File: config.mk
export PLATFORM = sky130hd
export DESIGN_NAME = riff_chunk_walker
export DESIGN_NICKNAME = d
export VERILOG_FILES = /design/src/hw/rtl/rcw_pkg.sv /design/src/hw/rtl/riff_chunk_walker.sv
export SDC_FILE = /design/constraint.sdc
export NUM_CORES = 1
export LEC_CHECK = 0
export ABC_CLOCK_PERIOD_IN_PS = 6750
export CORE_AREA = 2 2 201 242
export CTS_CLUSTER_DIAMETER = 150
export CTS_CLUSTER_SIZE = 25
export DETAILED_ROUTE_END_ITERATION = 12
export DIE_AREA = 0 0 203 244
export DONT_BUFFER_PORTS = 1
export PLACE_DENSITY = 0.82
export REMOVE_ABC_BUFFERS = 1
export SYNTH_ARGS = -nofsm -noshare
export SYNTH_HDL_FRONTEND = slang
export SYNTH_SLANG_ARGS = --single-unit
File: constraint.sdc
create_clock -name clk -period 6.75 [get_ports clk]
set_input_delay 0.3375 -clock clk [delete_from_list [all_inputs] [get_ports clk]]
set_output_delay 0.3375 -clock clk [all_outputs]
set_load 0.02 [all_outputs]
File: src/hw/rtl/rcw_pkg.sv
// Shared types and constants for the RIFF/RF64/BW64 chunk walker.
package rcw_pkg;

	// Parse phases
	localparam logic [3:0] PH_TAG      = 4'd0;
	localparam logic [3:0] PH_RSIZE    = 4'd1;
	localparam logic [3:0] PH_WAVE     = 4'd2;
	localparam logic [3:0] PH_CHID     = 4'd3;
	localparam logic [3:0] PH_CHSIZE   = 4'd4;
	localparam logic [3:0] PH_DS_SKIP8 = 4'd5;
	localparam logic [3:0] PH_DS_DATA  = 4'd6;
	localparam logic [3:0] PH_META     = 4'd7;
	localparam logic [3:0] PH_SKIP     = 4'd8;
	localparam logic [3:0] PH_ABORT    = 4'd9;

	// Four-character codes, first byte in the top octet
	localparam logic [31:0] ID_RIFF = 32'h5249_4646;
	localparam logic [31:0] ID_RF64 = 32'h5246_3634;
	localparam logic [31:0] ID_BW64 = 32'h4257_3634;
	localparam logic [31:0] ID_WAVE = 32'h5741_5645;
	localparam logic [31:0] ID_DS64 = 32'h6473_3634;
	localparam logic [31:0] ID_FMT  = 32'h666D_7420;
	localparam logic [31:0] ID_DATA = 32'h6461_7461;
	localparam logic [31:0] ID_DBMD = 32'h6462_6D64;
	localparam logic [31:0] ID_AXML = 32'h6178_6D6C;

	// Seen-mask bits
	localparam int BIT_RIFF = 0;
	localparam int BIT_WAVE = 1;
	localparam int BIT_FMT  = 2;
	localparam int BIT_DATA = 3;
	localparam int BIT_DBMD = 4;
	localparam int BIT_AXML = 5;
	localparam int BIT_DS64 = 6;

	localparam logic [6:0]  MASK_LARGE_OK = 7'h7F;
	localparam logic [6:0]  MASK_PLAIN_OK = 7'h3F;
	localparam logic [31:0] ALL_ONES_SIZE = 32'hFFFF_FFFF;
	localparam logic [31:0] DS64_MIN      = 32'd16;
	localparam logic [15:0] META_MAX_RST  = 16'd6144;

	// Result queue
	localparam int RES_DEPTH = 4;
	localparam int RES_PW    = $clog2(RES_DEPTH);
	localparam int RES_CW    = $clog2(RES_DEPTH + 1);

	typedef struct packed {
		logic        is_verdict;
		logic [7:0]  meta_byte;
		logic        chunk_start;
		logic        file_ok;
		logic [6:0]  chunk_flags;
		logic [15:0] meta_size;
	} res_t;

endpackage

File: src/hw/rtl/riff_chunk_walker.sv
// Byte-serial RIFF/RF64/BW64 WAVE chunk walker with metadata byte output and verdict.
//
// Usage:
//  - Input channel (in_valid/in_stall): one file byte per transaction, end_of_file
//    set on the last byte of a file. Bytes land in an input register; the
//    parse logic updates all state from that register.
//  - Output channel (out_valid/out_stall): one result per transaction, either a
//    payload byte of a dbmd chunk (is_verdict=0) or the file verdict
//    (is_verdict=1). A final byte inside a dbmd chunk yields two results,
//    the payload byte first, then the verdict.
//  - Config channel (cfg_valid/cfg_ready): writes max_meta_size; always ready.
//    Write it only while the block is idle.
//  - An accepted byte waits in the input register until the queue has room for two
//    results; its results are then written into the queue, which drives out_valid.
//  - Throughput: one byte per cycle. The limit is the 4-entry result queue:
//    a byte is parsed only while at most two results are queued, so bytes
//    that make two results, or a stalled receiver, back up into in_stall.
//  - A receiver stall fills the result queue, then the input register, then
//    in_stall rises; nothing is dropped.
//  - Reset (arst_n low) clears parse state, empties the queue and sets
//    max_meta_size to 6144. After each verdict parse state returns to reset
//    values, ready for the next file; max_meta_size is kept.
module riff_chunk_walker
	import rcw_pkg::*;
(
	input  logic        clk,
	input  logic        arst_n,
	// byte input
	input  logic        in_valid,
	output logic        in_stall,
	input  logic [7:0]  in_byte,
	input  logic        end_of_file,
	// result output
	output logic        out_valid,
	input  logic        out_stall,
	output logic        is_verdict,
	output logic [7:0]  meta_byte,
	output logic        chunk_start,
	output logic        file_ok,
	output logic [6:0]  chunk_flags,
	output logic [15:0] meta_size,
	// configuration
	input  logic        cfg_valid,
	output logic        cfg_ready,
	input  logic [15:0] max_meta_size
);

	// ---------------- configuration register ----------------
	logic [15:0] max_meta_q;

	assign cfg_ready = 1'b1;

	always_ff @(posedge clk or negedge arst_n) begin
		if (!arst_n) begin
			max_meta_q <= META_MAX_RST;
		end else if (cfg_valid && cfg_ready) begin
			max_meta_q <= max_meta_size;
		end
	end

	// ---------------- input register ----------------
	logic                valid_s1;
	logic [7:0]          byte_s1;
	logic                eof_s1;
	logic [RES_CW-1:0]   count_q;
	logic                proc;
	logic                in_acc;

	// parse only when the queue can take two results
	assign proc     = valid_s1 && (count_q <= RES_CW'(RES_DEPTH - 2));
	assign in_stall = valid_s1 && !proc;
	assign in_acc   = in_valid && !in_stall;

	always_ff @(posedge clk or negedge arst_n) begin
		if (!arst_n) begin
			valid_s1 <= 1'b0;
		end else if (in_acc) begin
			valid_s1 <= 1'b1;
		end else if (proc) begin
			valid_s1 <= 1'b0;
		end
	end

	always_ff @(posedge clk) begin
		if (in_acc) begin
			byte_s1 <= in_byte;
			eof_s1  <= end_of_file;
		end
	end

	// ---------------- parse state ----------------
	logic [3:0]  phase_q,  phase_d;
	logic [2:0]  fcnt_q,   fcnt_d;
	logic [31:0] chid_q,   chid_d;
	logic [63:0] accum_q,  accum_d;
	logic [63:0] skip_q,   skip_d;
	logic [6:0]  mask_q,   mask_d;
	logic        large_q,  large_d;
	logic        ds64_q,   ds64_d;
	logic [63:0] ldsize_q, ldsize_d;
	logic [15:0] lmeta_q,  lmeta_d;
	logic        abort_q,  abort_d;

	logic [31:0] chid_sh;
	logic [31:0] raw_size;
	logic [31:0] pad_size;
	logic [63:0] skip_dec;
	logic        skip_last;
	logic        meta_emit;
	logic        meta_first;
	logic        hdr_fail;
	logic        verdict_ok;

	assign chid_sh   = {chid_q[23:0], byte_s1};
	assign skip_dec  = skip_q - 64'd1;
	assign skip_last = (skip_q == 64'd1);
	assign meta_emit = (phase_q == PH_META);
	assign meta_first = (skip_q == {48'd0, lmeta_q});

	always_comb begin
		phase_d  = phase_q;
		fcnt_d   = fcnt_q;
		chid_d   = chid_q;
		accum_d  = accum_q;
		skip_d   = skip_q;
		mask_d   = mask_q;
		large_d  = large_q;
		ds64_d   = ds64_q;
		ldsize_d = ldsize_q;
		lmeta_d  = lmeta_q;
		abort_d  = abort_q;
		raw_size = 32'd0;
		pad_size = 32'd0;

		case (phase_q)
			PH_TAG, PH_WAVE, PH_CHID: begin
				chid_d = chid_sh;
				fcnt_d = fcnt_q + 3'd1;
				if (fcnt_q == 3'd3) begin
					fcnt_d = 3'd0;
					if (phase_q == PH_TAG) begin
						if (chid_sh == ID_RIFF || chid_sh == ID_RF64 || chid_sh == ID_BW64) begin
							large_d          = (chid_sh != ID_RIFF);
							mask_d[BIT_RIFF] = 1'b1;
							phase_d          = PH_RSIZE;
						end else begin
							abort_d = 1'b1;
							phase_d = PH_ABORT;
						end
					end else if (phase_q == PH_WAVE) begin
						if (chid_sh == ID_WAVE) begin
							mask_d[BIT_WAVE] = 1'b1;
							phase_d          = PH_CHID;
						end else begin
							abort_d = 1'b1;
							phase_d = PH_ABORT;
						end
					end else begin
						accum_d = 64'd0;
						phase_d = PH_CHSIZE;
					end
				end
			end
			PH_RSIZE: begin
				fcnt_d = fcnt_q + 3'd1;
				if (fcnt_q == 3'd3) begin
					fcnt_d  = 3'd0;
					phase_d = PH_WAVE;
				end
			end
			PH_CHSIZE: begin
				accum_d[{fcnt_q[1:0], 3'b000} +: 8] = accum_q[{fcnt_q[1:0], 3'b000} +: 8] | byte_s1;
				fcnt_d = fcnt_q + 3'd1;
				if (fcnt_q == 3'd3) begin
					raw_size = accum_d[31:0];
					// odd sizes pad by one, all-ones stays as is
					pad_size = (raw_size[0] && raw_size != ALL_ONES_SIZE) ?
						raw_size + 32'd1 : raw_size;
					if (pad_size == 32'd0) begin
						abort_d = 1'b1;
						phase_d = PH_ABORT;
					end else begin
						fcnt_d  = 3'd0;
						accum_d = 64'd0;
						case (chid_q)
							ID_DS64: begin
								ds64_d           = 1'b1;
								mask_d[BIT_DS64] = 1'b1;
								if (pad_size < DS64_MIN) begin
									abort_d = 1'b1;
									phase_d = PH_ABORT;
								end else begin
									skip_d  = {32'd0, pad_size - DS64_MIN};
									phase_d = PH_DS_SKIP8;
								end
							end
							ID_DBMD: begin
								mask_d[BIT_DBMD] = 1'b1;
								if (pad_size > {16'd0, max_meta_q}) begin
									abort_d = 1'b1;
									phase_d = PH_ABORT;
								end else begin
									lmeta_d = pad_size[15:0];
									skip_d  = {32'd0, pad_size};
									phase_d = PH_META;
								end
							end
							default: begin
								if (chid_q == ID_FMT)  mask_d[BIT_FMT]  = 1'b1;
								if (chid_q == ID_DATA) mask_d[BIT_DATA] = 1'b1;
								if (chid_q == ID_AXML) mask_d[BIT_AXML] = 1'b1;
								// RF64 data size comes from ds64
								if (chid_q == ID_DATA && large_q && pad_size == ALL_ONES_SIZE) begin
									skip_d = ldsize_q;
								end else begin
									skip_d = {32'd0, pad_size};
								end
								phase_d = (skip_d == 64'd0) ? PH_CHID : PH_SKIP;
							end
						endcase
					end
				end
			end
			PH_DS_SKIP8: begin
				fcnt_d = fcnt_q + 3'd1;
				if (fcnt_q == 3'd7) begin
					fcnt_d  = 3'd0;
					accum_d = 64'd0;
					phase_d = PH_DS_DATA;
				end
			end
			PH_DS_DATA: begin
				accum_d[{fcnt_q, 3'b000} +: 8] = accum_q[{fcnt_q, 3'b000} +: 8] | byte_s1;
				fcnt_d = fcnt_q + 3'd1;
				if (fcnt_q == 3'd7) begin
					fcnt_d   = 3'd0;
					ldsize_d = accum_d;
					accum_d  = 64'd0;
					phase_d  = (skip_q == 64'd0) ? PH_CHID : PH_SKIP;
				end
			end
			PH_META, PH_SKIP: begin
				skip_d = skip_dec;
				if (skip_last) begin
					phase_d = PH_CHID;
				end
			end
			default: begin
			end
		endcase
	end

	// verdict from the updated state
	always_comb begin
		hdr_fail = abort_d || phase_d == PH_TAG || phase_d == PH_RSIZE || phase_d == PH_WAVE;
		if (hdr_fail) begin
			verdict_ok = 1'b0;
		end else if (large_d && ds64_d) begin
			verdict_ok = (mask_d == MASK_LARGE_OK);
		end else begin
			verdict_ok = (mask_d == MASK_PLAIN_OK);
		end
	end

	always_ff @(posedge clk or negedge arst_n) begin
		if (!arst_n) begin
			phase_q  <= PH_TAG;
			fcnt_q   <= 3'd0;
			chid_q   <= 32'd0;
			accum_q  <= 64'd0;
			skip_q   <= 64'd0;
			mask_q   <= 7'd0;
			large_q  <= 1'b0;
			ds64_q   <= 1'b0;
			ldsize_q <= 64'd0;
			lmeta_q  <= 16'd0;
			abort_q  <= 1'b0;
		end else if (proc && eof_s1) begin
			// file done: back to reset values
			phase_q  <= PH_TAG;
			fcnt_q   <= 3'd0;
			chid_q   <= 32'd0;
			accum_q  <= 64'd0;
			skip_q   <= 64'd0;
			mask_q   <= 7'd0;
			large_q  <= 1'b0;
			ds64_q   <= 1'b0;
			ldsize_q <= 64'd0;
			lmeta_q  <= 16'd0;
			abort_q  <= 1'b0;
		end else if (proc) begin
			phase_q  <= phase_d;
			fcnt_q   <= fcnt_d;
			chid_q   <= chid_d;
			accum_q  <= accum_d;
			skip_q   <= skip_d;
			mask_q   <= mask_d;
			large_q  <= large_d;
			ds64_q   <= ds64_d;
			ldsize_q <= ldsize_d;
			lmeta_q  <= lmeta_d;
			abort_q  <= abort_d;
		end
	end

	// ---------------- result queue ----------------
	res_t              res_meta;
	res_t              res_verd;
	res_t              push0_res;
	logic              push0;
	logic              push1;
	logic [1:0]        n_push;
	logic              pop;
	logic [RES_PW-1:0] wr_ptr_q;
	logic [RES_PW-1:0] rd_ptr_q;
	logic [RES_PW-1:0] wr_ptr_p1;
	res_t              fifo_q [RES_DEPTH];
	res_t              head;

	always_comb begin
		res_meta.is_verdict  = 1'b0;
		res_meta.meta_byte   = byte_s1;
		res_meta.chunk_start = meta_first;
		res_meta.file_ok     = 1'b0;
		res_meta.chunk_flags = mask_q;
		res_meta.meta_size   = lmeta_q;

		res_verd.is_verdict  = 1'b1;
		res_verd.meta_byte   = 8'd0;
		res_verd.chunk_start = 1'b0;
		res_verd.file_ok     = verdict_ok;
		res_verd.chunk_flags = mask_d;
		res_verd.meta_size   = lmeta_d;
	end

	// slot 0 takes the metadata byte if any, else the verdict; slot 1 the
	// verdict when both come from the same byte
	assign push0     = proc && (meta_emit || eof_s1);
	assign push1     = proc && meta_emit && eof_s1;
	assign push0_res = meta_emit ? res_meta : res_verd;
	assign n_push    = {1'b0, push0} + {1'b0, push1};
	assign wr_ptr_p1 = wr_ptr_q + RES_PW'(1);
	assign pop       = out_valid && !out_stall;

	always_ff @(posedge clk) begin
		for (int i = 0; i < RES_DEPTH; i++) begin
			if (push0 && wr_ptr_q == RES_PW'(i)) begin
				fifo_q[i] <= push0_res;
			end else if (push1 && wr_ptr_p1 == RES_PW'(i)) begin
				fifo_q[i] <= res_verd;
			end
		end
	end

	always_ff @(posedge clk or negedge arst_n) begin
		if (!arst_n) begin
			wr_ptr_q <= '0;
			rd_ptr_q <= '0;
			count_q  <= '0;
		end else begin
			wr_ptr_q <= wr_ptr_q + RES_PW'(n_push);
			if (pop) begin
				rd_ptr_q <= rd_ptr_q + RES_PW'(1);
			end
			count_q <= count_q + RES_CW'(n_push) - RES_CW'(pop);
		end
	end

	assign head        = fifo_q[rd_ptr_q];
	assign out_valid   = (count_q != '0);
	assign is_verdict  = head.is_verdict;
	assign meta_byte   = head.meta_byte;
	assign chunk_start = head.chunk_start;
	assign file_ok     = head.file_ok;
	assign chunk_flags = head.chunk_flags;
	assign meta_size   = head.meta_size;

	// ---------------- assertions ----------------
	a_queue_bound: assert property (@(posedge clk) disable iff (!arst_n)
		count_q <= RES_CW'(RES_DEPTH))
		else $error("result queue overflow");

	a_abort_phase: assert property (@(posedge clk) disable iff (!arst_n)
		abort_q |-> phase_q == PH_ABORT)
		else $error("aborted flag without abort phase");

	a_eof_clears: assert property (@(posedge clk) disable iff (!arst_n)
		(proc && eof_s1) |=> (phase_q == PH_TAG && mask_q == 7'd0 && !abort_q))
		else $error("parse state not cleared after verdict");

	a_pass_mask: assert property (@(posedge clk) disable iff (!arst_n)
		(out_valid && is_verdict && file_ok) |-> chunk_flags[5:0] == MASK_PLAIN_OK[5:0])
		else $error("passing verdict with required chunk missing");

	a_meta_size: assert property (@(posedge clk) disable iff (!arst_n)
		(phase_q == PH_META) |-> (skip_q != 64'd0 && skip_q <= {48'd0, lmeta_q}))
		else $error("metadata byte count out of range");

endmodule
==> flow_summary.toml, run 1 <==
[sta]
timing.fmax_mhz = 149
holdWs_ns = -0.580
setup_viol = 0
slew_viol_final = 0
worst_clock_skew_ns = 0.0422
tightestPinTransition_ns = 1.32
fin_crit_ns = 6.70
hold_viol = 279
slew_headroom = 0.118
finalCritPeriodShare = 0.993

[die]
die_w_um = 203
rows = 87
io_pins = 67
die_area_um2 = 49500
core_area_um2 = 46900
die_h_um = 244
start_util = 0.548

[min_path]
hp-class = "in -> async"

[clock_tree]
hold_buffers = 27
clk_pin_slew_ns = 0.12
clock_latency_ns = 0.60
cts_tree = "built"
cts_max_path_buffers = 3
numCtsBuffers = 21
clockRootBuffer = "clkbuf_16"
h-tree-depth = 1
numClockSinks = 426

[global_routing]
grt_max_degree = 282
grt-ovfl-total = 0
grt_usage = 0.396
grt_pass1_vias = 23200
grt_first_pass_wirelength_um = 148000
antenna_found_initial = 1

[place]
hpwl_um = 74200
place_inst = 3443
place.gp.congestion = 1.02
io_buffers = 0

[route]
ant_nets = 0
viasPerCell = 6.85
drc = 0
wl_um = 100000
wl_per_cell_um = 28.4
vias = 24100
first_pass_iters = 8
drt_iter0_markers = 2971

[critical_path]
crit_family = "simple AND/OR/NAND/NOR gates"
critical_path_arrival_ns = 7.01
cp_max_fo = 4
path_class = "reg -> reg"
start_kind = "flop"
end_kind = "flop"
worstPathBufferInverterCount = 5
cp_data_required_time_ns = 7.06
slowest_stage = "or4_4"
max_stage_delay_ns = 0.58

[synthesis]
seq_area_frac_synth = 0.439
synthesis.area_um2 = 25700
ys.flop_type = "dfrtp_1"
yosys.cell_types.count = 102
synthCells = 2813
async_flop_share = 0.660
synth_seq_cells = 426
yosysWarnings = 0
synth-edff-count = 135
syn_area_per_cell_um2 = 9.14

[final_layout]
drive_above_1_share = 0.139
fin_nets = 2954
instances_no_fill = 3524
area_growth_pct = 10.9
fin_util = 0.607

[status]
violations = "hold timing"
outcome = "complete, but fails checks"

[pwr]
p_clk_frac = 0.163
internal-power_uw = 5050
seqPwrFrac = 0.359
power_density_nw_per_um2 = 322
leakage_uw = 0.0115
p_sw_frac = 0.450
ir_drop_mv = 0.236
power_frac_comb = 0.478
p_sw_uw = 4130

[run]
max-cap-violations = 0
-- area by class of cell --
class / instances / area [um2]
Timing Repair Buffer: 228 / 1870
Clock buffer: 36 / 582
Antenna cell: 1 / 2.50
Inverter: 91 / 342
Tap cell: 623 / 779
Sequential cell: 426 / 11300
Clock inverter: 2 / 38.8
Fill cell: 3954 / 18400
Multi-Input combinational cell: 2117 / 13600
-- Yosys cell counts (13+ instances only) --
library cell / number / share of area
clkbuf_1: 144 / 0.021
or2_2: 17 / 0.0041
o211ai_1: 14 / 0.0041
xor2_1: 26 / 0.0089
edfxtp_1: 135 / 0.16
nor2b_1: 27 / 0.0066
dfrtp_1: 279 / 0.27
a21o_1: 18 / 0.0053
nand2b_1: 40 / 0.0097
mux2_2: 20 / 0.0088
o31ai_1: 18 / 0.0053
mux4_2: 46 / 0.040
a31oi_1: 26 / 0.0063
a22o_1: 90 / 0.031
and2_1: 48 / 0.012
o22ai_1: 48 / 0.012
nor3b_1: 13 / 0.0038
nor2_1: 282 / 0.041
buf_2: 17 / 0.0033
or3_1: 29 / 0.0071
ha_1: 38 / 0.018
a21oi_1: 162 / 0.032
nand2_1: 302 / 0.044
inv_1: 89 / 0.013
nor4_1: 47 / 0.011
nand4_1: 38 / 0.0092
and3_1: 14 / 0.0034
o21ai_0: 271 / 0.053
nor3_1: 93 / 0.018
nand3_1: 43 / 0.0084
xnor2_1: 32 / 0.011
o22a_1: 15 / 0.0051
or4_1: 18 / 0.0053
a22oi_1: 32 / 0.0093
o21ai_1: 46 / 0.0090
a221oi_1: 13 / 0.0044
-- stage by stage --
step | worst slack (ns) | hold slack [ns] | setup TNS [ns] | power, uW | cell area, um2
floorplan | -2.96 | 0.0419 | -343.83 | 5810 | 25000
global placement | 0.243 | 0.0490 | 0 | 7320 | 27300
detailed placement | 0.0436 | 0.0502 | 0 | 7410 | 27300
CTS | 0.0595 | -0.595 | 0 | 8890 | 28200
global route | -0.0875 | -0.589 | -0.325 | 9520 | 28500
finish | 0.0477 | -0.580 | 0 | 9170 | 28500
-- per-layer routing --
layer / vias to the layer above / track usage / wire, um
met5: - / 0 / 0
met4: 0 / 0.226 / 6770
met3: 335 / 0.0542 / 7660
met2: 1415 / 0.671 / 48500
met1: 11900 / 0.485 / 37000
li1: 10500 / - / -
-- placed cells by master, fill, tap and decap left out, types with 34 or more instances in the layout --
cell,n
o21ai_1,49
nand2_1,300
ha_1,34
o21ai_0,266
edfxtp_1,135
a21oi_1,161
dfrtp_1,277
inv_1,88
buf_4,188
nor2_1,278
mux4_2,46
and2_1,46
nand4_1,38
nand2b_1,39
o22ai_1,47
nand3_1,42
a22o_1,90
nor3_1,82
nor4_1,42
-- repair_timing --
item                                    in CTS  in global routing
resized for setup                            0                 45
pin swaps                                    1                 22
buffers inserted                             0                 10
endpoints found under the hold margin      307                281
endpoints found under the setup margin       2                 81
cloned                                       0                  5
-- state kept, by name (all words and copies together) (netlist names) --
signal and flops:
fifo_q 136, accum_q 64, ldsize_q 64, skip_q 64
chid_q 32, lmeta_q 16, max_meta_q 16, byte_s1 8
mask_q 7, phase_q 4, count_q 3, fcnt_q 3
rd_ptr_q 2, wr_ptr_q 2, abort_q 1, ds64_q 1
eof_s1 1, large_q 1, valid_s1 1
-- power by group through the flow --
stage | Clock [uW] | Sequential, uW | Combinational [uW]
CTS | 1510 | 3270 | 4110
global placement | 0 | 3300 | 4020
floorplan | 0 | 3330 | 2480
detailed placement | 0 | 3330 | 4080
finish | 1500 | 3290 | 4380
global route | 1590 | 3320 | 4610
-- worst register-to-register path: cells and delay by family (launching register included) --
family / cells / cell delay, ns
buf+inv: 5 / 0.72
simple gates: 14 / 3.61
compound gates: 7 / 1.12
fa+ha+maj: 3 / 0.52
flops: 1 / 0.45
-- cells by family (layout without fill, tap and decap cells) --
group,Yosys count,count (layout),share of synthesized area
AO/OA/AOI/OAI,873,873,0.218
flip-flops,426,426,0.439
AND/OR/NAND/NOR,1067,1067,0.206
multiplexers,78,78,0.0537
buffers and inverters,270,357,0.0427
XOR/XNOR,59,59,0.0204
adder cells (fa/ha/maj),39,39,0.0193
other,1,2,0.000146
-- path summary, 6_finish.rpt --
kind	start	to	slack [ns]	depth (start not counted)
setup reg to reg	fcnt_q[1]	fifo_q[1][23]	0.05	29
min in group clk	out_stall	rd_ptr_q[0]	0.03	2
hold reg to reg	fifo_q[2][26]	fifo_q[2][26]	0.50	1
setup / recovery	fcnt_q[1]	fifo_q[1][23]	0.05	29
hold / removal	arst_n	accum_q[15]	-0.58	0
max in group asynchronous	arst_n	rd_ptr_q[0]	6.24	0
Power figures use the tool's default switching activity.
==> run 2: changes to the inputs <==
--- a/config.mk
+++ b/config.mk
@@ -5,14 +5,15 @@
 export SDC_FILE = /design/constraint.sdc
 export NUM_CORES = 1
 export LEC_CHECK = 0
+export ABC_AREA = 1
 export ABC_CLOCK_PERIOD_IN_PS = 6750
-export CORE_AREA = 2 2 201 242
+export CORE_AREA = 2 2 207 250
 export CTS_CLUSTER_DIAMETER = 150
 export CTS_CLUSTER_SIZE = 25
 export DETAILED_ROUTE_END_ITERATION = 12
-export DIE_AREA = 0 0 203 244
+export DIE_AREA = 0 0 209 252
 export DONT_BUFFER_PORTS = 1
-export PLACE_DENSITY = 0.82
+export PLACE_DENSITY = 0.81
 export REMOVE_ABC_BUFFERS = 1
 export SYNTH_ARGS = -nofsm -noshare
 export SYNTH_HDL_FRONTEND = slang
==> run 2 against run 1 <==
  * Cell area grew 0.80%
  * Sequential share of layout area down 0.32 points
  * Clock skew rose by 0.0059 ns
  * Core utilization fell by 3.4 points
  * First-iteration DRC count rose by 14%
  * Highest routed layer unchanged
  * The run still ends with hold timing left
  * Worst setup slack better by 0.48 ns
==> flow_summary.toml, run 2 <==
[status]
outcome = "complete, but fails checks"
violations = "hold timing"

[sta]
timing.fmax_mhz = 161
setup_viol = 0
slew_viol_final = 0
finalCritPeriodShare = 0.921
fin_crit_ns = 6.22
worst_clock_skew_ns = 0.0481
hold_viol = 279
tightestPinTransition_ns = 1.24
holdWs_ns = -0.572
worst_slack_ns = 0.531
setup_tns_ns = 0
slew_headroom = 0.172

[synthesis]
synth_common_cells = "732 x nand2_1, 517 x inv_1, 375 x nor2_1"
synth-compound-area-share = 0.189
synthesis.area_um2 = 27300
synth-edff-count = 135
syn_area_per_cell_um2 = 7.35
synthTopCellsByArea = "dfrtp_1 26%, edfxtp_1 15%, nand2_1 10%, inv_1 7.1%, o21ai_0 6.8%"
synth_xor_area_frac = 0.00866
synth_top_area_frac = 0.256
synth_seq_cells = 426
yosys.cell_count.top_type = "nand2_1"
synthSimpleGateAreaFrac = 0.264
synthAdderAreaFrac = 0.0181
ys.flop_type = "dfrtp_1"
async_flop_share = 0.660
synthCells = 3714
yosysWarnings = 0
yosys.cell_types.count = 68
synth_top_family_by_area = "simple AND/OR/NAND/NOR gates"
seq_area_frac_synth = 0.413
yosys.area.top_type = "dfrtp_1"
muxShareOfSynthArea = 0.00261

[final_layout]
largest_reg_flops = 136
instances_no_fill = 4299
mostFrequentLayoutCell = "nand2_1"
fin_nets = 3711
fin_util = 0.573
fillers = 4676
drive_above_1_share = 0.0643
diodes = 0
area_growth_pct = 5.18
final_cell_mix = "730 x nand2_1, 516 x inv_1, 371 x nor2_1"
regMostFlops = "fifo_q"

[die]
rows = 90
die_area_um2 = 52700
start_util = 0.545
die_h_um = 252
die_w_um = 209
io_pins = 67
core_area_um2 = 50100

[global_routing]
grt_usage = 0.341
grt_pass1_vias = 25100
grt_max_degree = 282
antenna_found_initial = 0
grt-ovfl-total = 0
grt_first_pass_wirelength_um = 141000

[critical_path]
start_kind = "flop"
cp_data_required_time_ns = 7.26
max_stage_delay_ns = 0.45
cp_max_fo = 46
path_class = "reg -> reg"
end_kind = "flop"
r2r_start = "fcnt_q[0]"
slowest_stage = "buf_6"
critical_path_arrival_ns = 6.73
ff2ff_path_depth = 32
path_common_cell = "nand2_1"
regToRegSetupSlack_ns = 0.53
rr_endpoint = "skip_q[31]"

[clock_tree]
clockRootBuffer = "clkbuf_16"
h-tree-depth = 1
cts_tree = "built"
clock_latency_ns = 0.60
post_cts_buffers = 0
hold_buffers = 28
numClockSinks = 426
cts_max_path_buffers = 3
numCtsBuffers = 21
clk_pin_slew_ns = 0.12

[place]
pre_cts_ws_ns = 0.507
io_buffers = 0
place.gp.congestion = 1.09
place_inst = 4235
hpwl_um = 65700

[route]
wl_per_cell_um = 21.1
ant_nets = 0
wl_um = 90800
drt_iter0_markers = 3397
drc = 0
vias = 26500
viasPerCell = 6.17
first_pass_iters = 6

[pwr]
ir_drop_mv = 0.380
power_density_nw_per_um2 = 407
leakage_uw = 0.0127

[run]
max-cap-violations = 0

[min_path]
hp-class = "in -> async"
-- run 2: layer usage --
metal	global-route usage	vias up	wire, um
met5	0	-	0
met4	0.202	0	6250
met3	0.0510	342	8090
met2	0.562	1455	42000
met1	0.428	12400	34400
li1	-	12400	-
-- run 2: critical path, delay by kind of cell (launching register included) --
family	cells	cell delay, ns
AO/OA/AOI/OAI	3	0.39
XOR/XNOR	1	0.19
adder cells (fa/ha/maj)	3	0.92
buffers and inverters	7	1.25
flip-flops	1	0.42
AND/OR/NAND/NOR	18	2.94
-- run 2: final cells by class --
class | instances | area (um2) | area share
inverters | 542 | 2040 | 0.0710
clock buffers | 34 | 574 | 0.0200
well taps | 644 | 806 | 0.0280
repair buffers | 81 | 711 | 0.0247
clock inverters | 2 | 38.8 | 0.00135
flip-flops and latches | 426 | 11300 | 0.393
multi-input cells | 2570 | 13300 | 0.462
-- run 2: worst max path at each step --
stage | startpoint | endpoint | cells past startpoint
floorplan | fcnt_q[0] | skip_q[30] | 33
global placement | fcnt_q[0] | fifo_q[3][23] | 33
detailed placement | fcnt_q[0] | fifo_q[0][23] | 34
CTS | fcnt_q[0] | fifo_q[0][23] | 35
global route | fcnt_q[0] | fifo_q[1][23] | 35
finish | fcnt_q[0] | skip_q[31] | 32
-- run 2: cells by family after synthesis --
logic type / after synthesis
simple gates: 1634
compound gates: 862
buf+inv: 718
flops: 426
fa+ha+maj: 39
xor+xnor: 27
mux: 7
other cells: 1
-- run 2: what timing repair did --
action / 4_1_cts / 5_1_grt
gates resized for setup: 0 / 6
setup endpoints to repair: 0 / 23
hold endpoints to repair: 308 / 281
-- run 2: power by group --
group / internal, uW / leakage (uW) / switching, uW / total (uW)
clock network: 602 / 0.000290 / 891 / 1490
registers: 3120 / 0.00516 / 335 / 3450
logic: 1750 / 0.00728 / 4990 / 6740
total: 5470 / 0.0127 / 6220 / 11700
-- run 2: stage by stage --
| stage | power [uW] | cell area, um2 |
|---|---|---|
| final | 11700 | 28700 |
| after detailed placement | 9980 | 27800 |
| after floorplan | 7970 | 26500 |
| after global routing | 12400 | 28700 |
| after global placement | 9910 | 27800 |
| after CTS | 11500 | 28700 |
